==> src/hw/rtl/mcsa_pkg.sv <==
// ----------------------------------------------------------------------------
// mcsa_pkg
// Types and constants of the multi-crop score accumulator with argmax.
// ----------------------------------------------------------------------------
package mcsa_pkg;

    localparam int SCORE_W    = 8;
    localparam int LABEL_W    = 6;
    localparam int CLASS_W    = 6;
    localparam int SUM_W      = 12;
    localparam int COUNT_W    = 16;
    localparam int CFG_IDX_W  = 2;
    localparam int CFG_DATA_W = 7;
    localparam int CROPS_FIELD_W   = 5;
    localparam int CLASSES_FIELD_W = 7;

    localparam int MAX_CLASSES_DEFAULT = 64;
    localparam int MAX_CROPS_DEFAULT   = 16;

    localparam int CROPS_RESET   = 8;
    localparam int CLASSES_RESET = 64;

    localparam logic signed [SUM_W:0] SUM_MAX = 13'sd2047;
    localparam logic signed [SUM_W:0] SUM_MIN = -13'sd2048;
    localparam logic [COUNT_W-1:0]    COUNT_MAX = 16'hFFFF;

    // Configuration register indexes.
    localparam logic [CFG_IDX_W-1:0] REG_CROPS_PER_CLIP = 2'd0;
    localparam logic [CFG_IDX_W-1:0] REG_CLASS_COUNT    = 2'd1;

    typedef struct packed {
        logic signed [SCORE_W-1:0] score;
        logic [LABEL_W-1:0]        expected_label;
    } mcsa_in_t;

    typedef struct packed {
        logic [CLASS_W-1:0]      predicted_class;
        logic signed [SUM_W-1:0] winning_sum;
        logic                    hit;
        logic [COUNT_W-1:0]      hit_total;
        logic [COUNT_W-1:0]      clip_total;
    } mcsa_out_t;

endpackage

==> src/hw/rtl/mcsa_sum_mem.sv <==
// ----------------------------------------------------------------------------
// mcsa_sum_mem
// Per-class sum store: one write port and one registered read port, with a
// bypass for a read of the address written in the same cycle.
// ----------------------------------------------------------------------------
module mcsa_sum_mem #(
    parameter int MAX_CLASSES = mcsa_pkg::MAX_CLASSES_DEFAULT
) (
    input  logic                              aclk,
    input  logic                              wr_en,
    input  logic [$clog2(MAX_CLASSES)-1:0]    wr_addr,
    input  logic signed [mcsa_pkg::SUM_W-1:0] wr_data,
    input  logic                              rd_en,
    input  logic [$clog2(MAX_CLASSES)-1:0]    rd_addr,
    output logic signed [mcsa_pkg::SUM_W-1:0] rd_data
);

    logic signed [mcsa_pkg::SUM_W-1:0] mem_reg [MAX_CLASSES];
    logic signed [mcsa_pkg::SUM_W-1:0] rd_raw_reg;
    logic signed [mcsa_pkg::SUM_W-1:0] byp_data_reg;
    logic                              byp_reg;

    always_ff @(posedge aclk) begin
        if (wr_en) begin
            mem_reg[wr_addr] <= wr_data;
        end
    end

    always_ff @(posedge aclk) begin
        if (rd_en) begin
            rd_raw_reg   <= mem_reg[rd_addr];
            byp_reg      <= wr_en && (wr_addr == rd_addr);
            byp_data_reg <= wr_data;
        end
    end

    assign rd_data = byp_reg ? byp_data_reg : rd_raw_reg;

endmodule

==> src/hw/rtl/mcsa_core.sv <==
// ----------------------------------------------------------------------------
// mcsa_core
// Sum update, running argmax, clip counters and position tracking for one
// item per cycle while fire is high.
// ----------------------------------------------------------------------------
module mcsa_core #(
    parameter int MAX_CLASSES = mcsa_pkg::MAX_CLASSES_DEFAULT,
    parameter int MAX_CROPS   = mcsa_pkg::MAX_CROPS_DEFAULT,
    localparam int CLS_W      = $clog2(MAX_CLASSES),
    localparam int CLS_CNT_W  = $clog2(MAX_CLASSES + 1),
    localparam int CROP_W     = (MAX_CROPS > 1) ? $clog2(MAX_CROPS) : 1,
    localparam int CROP_CNT_W = $clog2(MAX_CROPS + 1)
) (
    input  logic                              aclk,
    input  logic                              aresetn,
    input  logic [CLS_CNT_W-1:0]              ncls,
    input  logic [CROP_CNT_W-1:0]             ncrop,
    input  logic                              fire,
    input  mcsa_pkg::mcsa_in_t                in_item,
    output logic                              produce,
    output mcsa_pkg::mcsa_out_t               result,
    output logic                              wr_en,
    output logic [CLS_W-1:0]                  wr_addr,
    output logic signed [mcsa_pkg::SUM_W-1:0] wr_data,
    output logic                              rd_en,
    output logic [CLS_W-1:0]                  rd_addr,
    input  logic signed [mcsa_pkg::SUM_W-1:0] rd_data
);

    logic [CLS_W-1:0]                  class_pos_reg, class_pos_next;
    logic [CROP_W-1:0]                 crop_pos_reg, crop_pos_next;
    logic signed [mcsa_pkg::SUM_W-1:0] best_sum_reg, best_sum_next;
    logic [CLS_W-1:0]                  best_class_reg, best_class_next;
    logic [mcsa_pkg::COUNT_W-1:0]      hits_reg, hits_next;
    logic [mcsa_pkg::COUNT_W-1:0]      clips_reg, clips_next;

    logic                              last_class;
    logic                              last_crop;
    logic                              hit;
    logic signed [mcsa_pkg::SUM_W-1:0] score_ext;
    logic signed [mcsa_pkg::SUM_W:0]   raw_sum;
    logic signed [mcsa_pkg::SUM_W-1:0] sum;

    assign last_class = (32'(class_pos_reg) + 32'd1) >= 32'(ncls);
    assign last_crop  = (32'(crop_pos_reg) + 32'd1) >= 32'(ncrop);
    assign produce    = last_class && last_crop;

    assign score_ext = mcsa_pkg::SUM_W'(in_item.score);
    assign raw_sum   = (mcsa_pkg::SUM_W + 1)'(rd_data) + (mcsa_pkg::SUM_W + 1)'(score_ext);

    always_comb begin
        if (crop_pos_reg == '0) begin
            sum = score_ext;
        end else if (raw_sum > mcsa_pkg::SUM_MAX) begin
            sum = mcsa_pkg::SUM_W'(mcsa_pkg::SUM_MAX);
        end else if (raw_sum < mcsa_pkg::SUM_MIN) begin
            sum = mcsa_pkg::SUM_W'(mcsa_pkg::SUM_MIN);
        end else begin
            sum = mcsa_pkg::SUM_W'(raw_sum);
        end
    end

    always_comb begin
        best_sum_next   = best_sum_reg;
        best_class_next = best_class_reg;
        // The first class of the last crop always seeds the argmax.
        if (last_crop && ((class_pos_reg == '0) || (sum > best_sum_reg))) begin
            best_sum_next   = sum;
            best_class_next = class_pos_reg;
        end
    end

    assign hit = 32'(best_class_next) == 32'(in_item.expected_label);

    always_comb begin
        hits_next  = hits_reg;
        clips_next = clips_reg;
        if (produce) begin
            if (hit && (hits_reg != mcsa_pkg::COUNT_MAX)) begin
                hits_next = hits_reg + 1'b1;
            end
            if (clips_reg != mcsa_pkg::COUNT_MAX) begin
                clips_next = clips_reg + 1'b1;
            end
        end
    end

    always_comb begin
        class_pos_next = class_pos_reg + 1'b1;
        crop_pos_next  = crop_pos_reg;
        if (last_class) begin
            class_pos_next = '0;
            crop_pos_next  = last_crop ? '0 : crop_pos_reg + 1'b1;
        end
    end

    always_comb begin
        result.predicted_class = mcsa_pkg::CLASS_W'(best_class_next);
        result.winning_sum     = best_sum_next;
        result.hit             = hit;
        result.hit_total       = hits_next;
        result.clip_total      = clips_next;
    end

    // The read for the next item is issued as this one retires.
    assign wr_en   = fire;
    assign wr_addr = class_pos_reg;
    assign wr_data = sum;
    assign rd_en   = fire;
    assign rd_addr = class_pos_next;

    always_ff @(posedge aclk) begin
        if (!aresetn) begin
            class_pos_reg  <= '0;
            crop_pos_reg   <= '0;
            best_sum_reg   <= '0;
            best_class_reg <= '0;
            hits_reg       <= '0;
            clips_reg      <= '0;
        end else if (fire) begin
            class_pos_reg  <= class_pos_next;
            crop_pos_reg   <= crop_pos_next;
            best_sum_reg   <= best_sum_next;
            best_class_reg <= best_class_next;
            hits_reg       <= hits_next;
            clips_reg      <= clips_next;
        end
    end

endmodule

==> src/hw/rtl/multi_crop_score_argmax.sv <==
// ----------------------------------------------------------------------------
// multi_crop_score_argmax
// Sums class scores over crops and reports the winning class of each clip.
// ----------------------------------------------------------------------------
// The block takes one score item per cycle, sustained while no closing item
// waits for room on the output side, and gives one result item at the last
// class of the last crop of each clip. An accepted item is held in the input
// register until it is processed; its result, if any, is then loaded into the
// output register, which drives m_valid. Only a closing item waits for room
// on the output side; any other item passes through the input register
// whatever m_ready does. The rate is set by the per-class sum store, which
// takes one write and one read of the next class position in each cycle in
// which an item is processed; the read is prefetched and bypassed when it
// hits the address just written. The store is MAX_CLASSES entries
// of 12 bits with no reset and no clearing pass: the first crop of each clip
// overwrites it. Configuration values are clamped to their legal range when
// written.
module multi_crop_score_argmax #(
    parameter int MAX_CLASSES = mcsa_pkg::MAX_CLASSES_DEFAULT,
    parameter int MAX_CROPS   = mcsa_pkg::MAX_CROPS_DEFAULT
) (
    input  logic                               aclk,
    input  logic                               aresetn,
    input  logic                               cfg_wr_en,
    input  logic [mcsa_pkg::CFG_IDX_W-1:0]     cfg_wr_index,
    input  logic [mcsa_pkg::CFG_DATA_W-1:0]    cfg_wr_data,
    input  logic                               s_valid,
    output logic                               s_ready,
    input  mcsa_pkg::mcsa_in_t                 s_item,
    output logic                               m_valid,
    input  logic                               m_ready,
    output mcsa_pkg::mcsa_out_t                m_item
);

    localparam int CLS_W      = $clog2(MAX_CLASSES);
    localparam int CLS_CNT_W  = $clog2(MAX_CLASSES + 1);
    localparam int CROP_CNT_W = $clog2(MAX_CROPS + 1);
    localparam int NCROP_RST  =
        (mcsa_pkg::CROPS_RESET > MAX_CROPS) ? MAX_CROPS : mcsa_pkg::CROPS_RESET;
    localparam int NCLS_RST   =
        (mcsa_pkg::CLASSES_RESET > MAX_CLASSES) ? MAX_CLASSES : mcsa_pkg::CLASSES_RESET;

    logic [CLS_CNT_W-1:0]  ncls_reg;
    logic [CROP_CNT_W-1:0] ncrop_reg;
    logic [CLS_CNT_W-1:0]  ncls_wr;
    logic [CROP_CNT_W-1:0] ncrop_wr;

    logic [mcsa_pkg::CROPS_FIELD_W-1:0]   crops_field;
    logic [mcsa_pkg::CLASSES_FIELD_W-1:0] classes_field;

    logic                 in_valid_reg;
    mcsa_pkg::mcsa_in_t   in_item_reg;
    logic                 out_valid_reg;
    mcsa_pkg::mcsa_out_t  out_item_reg;

    logic                 fire;
    logic                 produce;
    mcsa_pkg::mcsa_out_t  result;

    logic                              wr_en;
    logic [CLS_W-1:0]                  wr_addr;
    logic signed [mcsa_pkg::SUM_W-1:0] wr_data;
    logic                              rd_en;
    logic [CLS_W-1:0]                  rd_addr;
    logic signed [mcsa_pkg::SUM_W-1:0] rd_data;

    // Configuration values are stored already clamped.
    assign crops_field   = cfg_wr_data[mcsa_pkg::CROPS_FIELD_W-1:0];
    assign classes_field = cfg_wr_data[mcsa_pkg::CLASSES_FIELD_W-1:0];

    always_comb begin
        if (crops_field == '0) begin
            ncrop_wr = CROP_CNT_W'(1);
        end else if (32'(crops_field) > 32'(MAX_CROPS)) begin
            ncrop_wr = CROP_CNT_W'(MAX_CROPS);
        end else begin
            ncrop_wr = CROP_CNT_W'(crops_field);
        end
        if (classes_field == '0) begin
            ncls_wr = CLS_CNT_W'(1);
        end else if (32'(classes_field) > 32'(MAX_CLASSES)) begin
            ncls_wr = CLS_CNT_W'(MAX_CLASSES);
        end else begin
            ncls_wr = CLS_CNT_W'(classes_field);
        end
    end

    always_ff @(posedge aclk) begin
        if (!aresetn) begin
            ncrop_reg <= CROP_CNT_W'(NCROP_RST);
            ncls_reg  <= CLS_CNT_W'(NCLS_RST);
        end else if (cfg_wr_en) begin
            unique case (cfg_wr_index)
                mcsa_pkg::REG_CROPS_PER_CLIP: ncrop_reg <= ncrop_wr;
                mcsa_pkg::REG_CLASS_COUNT:    ncls_reg  <= ncls_wr;
                default: ;
            endcase
        end
    end

    // An item that closes no clip needs no room on the output side.
    assign fire    = in_valid_reg && (!produce || !out_valid_reg || m_ready);
    assign s_ready = !in_valid_reg || fire;

    always_ff @(posedge aclk) begin
        if (!aresetn) begin
            in_valid_reg <= 1'b0;
        end else if (s_valid && s_ready) begin
            in_valid_reg <= 1'b1;
        end else if (fire) begin
            in_valid_reg <= 1'b0;
        end
    end

    always_ff @(posedge aclk) begin
        if (s_valid && s_ready) begin
            in_item_reg <= s_item;
        end
    end

    always_ff @(posedge aclk) begin
        if (!aresetn) begin
            out_valid_reg <= 1'b0;
        end else if (fire && produce) begin
            out_valid_reg <= 1'b1;
        end else if (m_ready) begin
            out_valid_reg <= 1'b0;
        end
    end

    always_ff @(posedge aclk) begin
        if (fire && produce) begin
            out_item_reg <= result;
        end
    end

    assign m_valid = out_valid_reg;
    assign m_item  = out_item_reg;

    mcsa_core #(
        .MAX_CLASSES (MAX_CLASSES),
        .MAX_CROPS   (MAX_CROPS)
    ) u_core (
        .aclk    (aclk),
        .aresetn (aresetn),
        .ncls    (ncls_reg),
        .ncrop   (ncrop_reg),
        .fire    (fire),
        .in_item (in_item_reg),
        .produce (produce),
        .result  (result),
        .wr_en   (wr_en),
        .wr_addr (wr_addr),
        .wr_data (wr_data),
        .rd_en   (rd_en),
        .rd_addr (rd_addr),
        .rd_data (rd_data)
    );

    mcsa_sum_mem #(
        .MAX_CLASSES (MAX_CLASSES)
    ) u_sum_mem (
        .aclk    (aclk),
        .wr_en   (wr_en),
        .wr_addr (wr_addr),
        .wr_data (wr_data),
        .rd_en   (rd_en),
        .rd_addr (rd_addr),
        .rd_data (rd_data)
    );

endmodule

==> config.mk <==
export PLATFORM = sky130hd
export DESIGN_NAME = multi_crop_score_argmax
export DESIGN_NICKNAME = d
export VERILOG_FILES = /design/src/hw/rtl/mcsa_pkg.sv /design/src/hw/rtl/mcsa_sum_mem.sv /design/src/hw/rtl/mcsa_core.sv /design/src/hw/rtl/multi_crop_score_argmax.sv
export SDC_FILE = /design/constraint.sdc
export NUM_CORES = 1
export LEC_CHECK = 0
export CAP_MARGIN = 20
export CORE_MARGIN = 2
export CORE_UTILIZATION = 55
export CTS_CLUSTER_DIAMETER = 150
export CTS_CLUSTER_SIZE = 28
export DETAILED_ROUTE_END_ITERATION = 6
export DONT_BUFFER_PORTS = 1
export PLACE_DENSITY_LB_ADDON = 0.2
export RECOVER_POWER = 25
export SLEW_MARGIN = 10
export SYNTH_ARGS = -nofsm -noshare
export SYNTH_HDL_FRONTEND = slang
export SYNTH_SLANG_ARGS = --single-unit
==> constraint.sdc <==
create_clock -name aclk -period 14.1 [get_ports aclk]
set_input_delay 0.705 -clock aclk [delete_from_list [all_inputs] [get_ports aclk]]
set_output_delay 0.705 -clock aclk [all_outputs]
set_load 0.05 [all_outputs]
* After elaboration in Yosys (flattened, before gate mapping)
Memories as Yosys holds them, arrays and structs flattened. A register that Yosys moved wholly into a read port is not among the register bits.
Cells that the tools add are included.
** Cells by class
- Add/subtract/negate cells :: 7
- Magnitude comparators :: 7
- Equal/unequal tests :: 5
- Multiplexer cells :: 22
- Reduce and logical (&&, ||, !) cells :: 24
** Operators with widths (number)
- 16-bit two-way mux :: 4
- 12-bit two-way mux :: 5
- 16-bit by 1-bit adder with 16-bit output, second input constant :: 2
- 32-bit by 5-bit >= comparator with 1-bit output :: 1
- 32-bit by 7-bit >= comparator with 1-bit output :: 1
- 16-bit inequality test, second input constant :: 2
- 7-bit two-way mux :: 2
- 12-bit by 8-bit adder with 13-bit output :: 1
- 13-bit by 12-bit > comparator with 1-bit output, second input constant :: 1
- 13-bit by 12-bit < comparator with 1-bit output, second input constant :: 1
- 6-bit == test :: 2
- 12-bit > comparator :: 1
- 6-bit two-way mux :: 2
- 5-bit two-way mux :: 2
- 6-bit by 1-bit adder with 7-bit output, second input constant :: 1
- 7-bit > comparator, second input constant :: 1
- 1-bit logical AND :: 7
- 7-bit zero test :: 1
- 6-bit by 1-bit adder with 6-bit output, second input constant :: 1
- 6-bit zero test :: 1
- 1-bit two-way mux :: 6
- 2-bit AND reduction :: 3
- 4-bit by 1-bit adder with 5-bit output, second input constant :: 1
- 5-bit > comparator, second input constant :: 1
- other kinds (9) :: 15
** Word-level totals
- Bits in registers :: 152
- Bits in writable memories :: 768
- Output and inout bits :: 53
- Logic and storage cells :: 85
- Memories :: 1
** Memories
- u_sum_mem.mem_reg :: depth 64, width 12, read ports 1, clocked after Yosys merged registers in 1, write ports 1, RTL line mcsa_sum_mem.sv:18 : logic signed [mcsa_pkg::SUM_W-1:0] mem_reg [MAX_CLASSES];

* Logic depth before layout (Yosys ltp)
- Word-level depth :: 14
- Gate-level depth with buffers :: 27
- Mapped depth without buffers :: 23

* Modules after synthesis
From an unflattened synthesis, not the netlist that was laid out.
** Second synthesis, totals
- Cell total of the unflattened synthesis :: 2150
- Area total of the unflattened synthesis :: 38295.5 sq um
** By module, submodules not included
- mcsa_sum_mem :: times used 1, cells each 1358, area each 30725.7 sq um
- mcsa_core :: times used 1, cells each 657, area each 5031.1 sq um
- multi_crop_score_argmax :: times used 1, cells each 135, area each 2538.7 sq um

* Worst setup path after synthesis
No wires, ideal clock.
- Path kind :: reg-to-reg
- From :: register u_sum_mem.byp_reg
- To :: register out_item_reg (netlist bit m_item[17]) (data pin)
- Setup time :: 260 ps
- Arrival time :: 7398 ps
- Required time :: 13840 ps
- Path slack :: 6442 ps
- Stages on the path, launching flop included :: 25
- Clock period less this slack :: 7658 ps
- Cell sequence :: edfxtp_1 -> buf_1 -> mux2_2 -> ha_1 -> inv_1 -> fa_1 -> nor2b_1 -> o31a_1 -> o31a_1 -> o21a_1 -> nor2_1 -> xnor2_1 -> nand2_1 -> a31oi_1 -> ha_1 -> nand4_1 -> or2_1 -> a21oi_1 -> o31a_1 -> buf_2 -> o21ai_2 -> mux2_2 -> a211o_1 -> or2_2 -> mux2_2
** RTL lines
- from (decl) :: RTL line mcsa_sum_mem.sv:21 : logic byp_reg;
- from (signal assigned) :: RTL line mcsa_sum_mem.sv:32 : byp_reg <= wr_en && (wr_addr == rd_addr);
- to (signal assigned) :: RTL line multi_crop_score_argmax.sv:133 : out_item_reg <= result;
- to (decl) :: RTL line multi_crop_score_argmax.sv:54 : mcsa_pkg::mcsa_out_t out_item_reg;

==> results.sh <==
export IMPL_die_area_sq_um=73100
export IMPL_start_util_pct=55.6
export IMPL_async_reset_ff_share_pct=0
export IMPL_crit_arrival_ps=10220
export IMPL_place_gp_congestion=0.919
export IMPL_path_clk_slew_ps=120
export IMPL_portBuffers=0
export IMPL_drc=1
export IMPL_maxCapViolCount=6
export IMPL_place_area_sq_um=40600
export IMPL_grt_pass1_vias=23492
export IMPL_drt_wl_total_um=111000
export IMPL_r2r_end="u_core.hits_reg[13]$_SDFFE_PN0P_"
export IMPL_hold_buffers=0
export IMPL_cts_buffers=39
export IMPL_drtPass1Iterations=7
export IMPL_setup_tns_ps=0
export IMPL_status="finished with violations"
export IMPL_die_w_um=270
export IMPL_final_cell_mix="edfxtp_1 (858), nand2_1 (250), nor2_1 (165)"
export IMPL_worstSetupStartpointType="flip-flop"
export IMPL_fin_skew_ps=27.8
export IMPL_ys_seq_area_share_pct=69.8
export IMPL_num_nets_final=2817
export IMPL_rsz0062_at_grt="no"
export IMPL_post_cts_buffers=0
export IMPL_r2r_start="u_sum_mem.byp_reg$_DFFE_PP_"
export IMPL_yosys_warnings=0
export IMPL_cts_sinks=932
export IMPL_ys_types=88
export IMPL_grt_max_degree=69
export IMPL_area_growth_pct=6.95
export IMPL_pwr_share_clk_pct=28.1
export IMPL_grt_ovfl_total=0
export IMPL_hold_ws_ps=147
export IMPL_ys_flop_type="edfxtp_1"
export IMPL_power_switching_mw=1.13
export IMPL_powerDensity_nw_per_um2=115
export IMPL_cts_tree="yes"
export IMPL_crit_start="u_sum_mem.byp_reg$_DFFE_PP_"
export IMPL_violations="design-rule violations, max-capacitance violations, max-slew violations"
export IMPL_clock_fmax_mhz=103
export IMPL_synth_area_per_cell_sq_um=14.2
export IMPL_pin_count=81
export IMPL_drt_iter0_markers=3290
export IMPL_fill_cells=5451
export IMPL_synth_seq_cells=932
export IMPL_ant_nets=0
export IMPL_hold_class="input port to flip-flop"
export IMPL_tightestPinTransition_ps=3570
export IMPL_finalSetupViolCount=0
export IMPL_clkLatencyLatePin_ps=640
export IMPL_pwr_share_seq_pct=63.2
export IMPL_synthesis_area_sq_um=39000
export IMPL_drive_above_1_share_pct=12.1
export IMPL_cp_endpoint="u_core.hits_reg[13]$_SDFFE_PN0P_"
export IMPL_synth_cells=2756
export IMPL_viasPerCell=6.74
export IMPL_ctsRootBufferMaster="clkbuf_16"
export IMPL_slew_headroom_pct=-138
export IMPL_dpl_hpwl_um=68400
export IMPL_slew_viol_final=402
export IMPL_crit_required_ps=14660
export IMPL_clockBufferDepth=3
export IMPL_swShare_pct=23.4
export IMPL_hold_viol_final=0
export IMPL_grt_usage_pct=29.9
export IMPL_fp_row_count=97
export IMPL_largest_register_ffs=768
export IMPL_ir_worst_vdd_mv=0.121
export IMPL_htreeDepth=2
export IMPL_fin_crit_ps=9660
export IMPL_intPower_mw=3.69
export IMPL_grt_antenna_before_repair=2
export IMPL_coreArea_sq_um=70100
export IMPL_fp_dieH_um=270
export IMPL_r2r_slack_ps=4440
export IMPL_grt_pass1_wl_um=160000
export IMPL_critPathCaptureType="flip-flop"
export IMPL_routedWlPerCell_um=30.0
export IMPL_synth_edf_count=858
export IMPL_power_frac_comb_pct=8.7
export IMPL_r2r_cells=22
export IMPL_path_class="flip-flop to flip-flop"
export IMPL_final_common_cell="edfxtp_1"
export IMPL_syn_num_nets=2827
export IMPL_cts_resized=0
export IMPL_postLayoutCellArea_sq_um=41700
export IMPL_stdcell_count=3702
export IMPL_leakage_nw=13.1
export IMPL_vias=24946
export IMPL_fin_crit_sh_pct=68.5
export IMPL_crit_fanout=68
export IMPL_place_inst=3642
layer usage:
metal	track usage [%]	up-vias	part of all wire (%)
li1	-	10649	-
met1	41.2	12500	39
met2	46.6	1543	46
met3	6.53	252	11
met4	12.3	2	4.6
met5	0	-	0.012
final cells by class:
cell class                 instances  area (sq um)  area share, %
antenna                            1          2.50        0.00599
clock buffer                      53          1050           2.51
clock inverter                     3          45.0          0.108
inverter                          54           203          0.486
multi-input combinational       1607         11200           26.8
sequential                       932         27200           65.3
tap                              940          1180           2.82
timing repair buffer             112           846           2.03
cells in the mapped netlist, drive strengths merged (7+ instances only):
| master | instances | area [sq um] |
|---|---|---|
| o22ai | 55 | 344 |
| nor2b | 8 | 50.1 |
| xor2 | 34 | 298 |
| mux2 | 78 | 878 |
| mux2i | 90 | 901 |
| a211o | 7 | 61.3 |
| or2 | 8 | 50.1 |
| a221oi | 38 | 339 |
| nand4 | 20 | 125 |
| a22oi | 21 | 158 |
| nand3 | 88 | 440 |
| nand2 | 252 | 946 |
| o31ai | 10 | 75.1 |
| o41ai | 9 | 78.8 |
| buf | 65 | 310 |
| clkbuf | 98 | 368 |
| nand2b | 19 | 119 |
| and3 | 21 | 131 |
| nor2 | 191 | 717 |
| a211oi | 23 | 173 |
| o311ai | 12 | 105 |
| nor4 | 12 | 75.1 |
| a21o | 10 | 75.1 |
| o21ai | 91 | 459 |
| nor3 | 40 | 220 |
| a21oi | 142 | 718 |
| xnor2 | 23 | 201 |
| a31oi | 19 | 119 |
| o21a | 8 | 60.1 |
| inv | 50 | 188 |
| o2111ai | 7 | 61.3 |
| dfxtp | 74 | 1480 |
| and2 | 9 | 56.3 |
| edfxtp | 858 | 25800 |
| nor3b | 7 | 57.6 |
| or3 | 12 | 80.1 |
| o221ai | 33 | 295 |
| mux4 | 33 | 743 |
| ha | 42 | 526 |
| o211ai | 52 | 395 |
| a32oi | 14 | 123 |
critical path: stages (launching register included):
cell,delay (ps)
edfxtp_1,730
mux2_2,260
ha_1,180
inv_1,60
fa_1,400
nor2b_1,170
o31a_1,190
o31a_1,190
o211ai_1,190
a21oi_1,570
o221ai_1,240
nand2_2,110
clkbuf_1,2220
ha_1,580
a21o_1,170
a2111o_1,390
o31a_1,410
o21ai_2,730
mux2_2,450
a211o_1,480
buf_16,250
nor4_1,360
mux2i_1,220
worst min-delay path by stage:
stage	cells after the start	endpoint	slack, ps	start
floorplan	2	u_core.best_sum_reg[11]$_SDFFE_PN0P_	440	u_core.best_sum_reg[11]$_SDFFE_PN0P_
global placement	2	u_core.best_sum_reg[11]$_SDFFE_PN0P_	440	u_core.best_sum_reg[11]$_SDFFE_PN0P_
detailed placement	2	u_core.best_sum_reg[1]$_SDFFE_PN0P_	460	u_core.best_sum_reg[1]$_SDFFE_PN0P_
CTS	1	ncls_reg[6]$_SDFFE_PN1P_	120	aresetn
global route	1	ncls_reg[6]$_SDFFE_PN1P_	120	aresetn
finish	1	ncls_reg[6]$_SDFFE_PN1P_	150	aresetn
per-stage QoR:
step	power [mW]	setup slack (ps)	utilization, %
floorplan	3.36	6440	-
global placement	3.51	5920	57.9
detailed placement	3.51	5820	57.9
CTS	4.82	5750	59.5
global route	4.95	3690	59.5
finish	4.82	4440	59.5
logic make-up (layout without fill, tap and decap cells):
family                   Yosys count  in the layout  share of synthesized area [%]
flip-flops                       932            932                           69.8
AND/OR/NAND/NOR                  703            703                           8.20
multiplexers                     201            201                           6.46
adder cells (fa/ha/maj)           46             46                           1.47
buffers and inverters            217            222                           2.26
other                              0              1                              0
XOR/XNOR                          57             57                           1.28
AO/OA/AOI/OAI                    600            600                           10.5
power groups by stage:
stage	combinational, mW	clock, mW	sequential, mW
finish	0.419	1.35	3.05
detailed placement	0.406	0	3.11
floorplan	0.255	0	3.10
global route	0.441	1.46	3.05
global placement	0.398	0	3.11
CTS	0.407	1.37	3.04
Power figures use the tool's default switching activity.
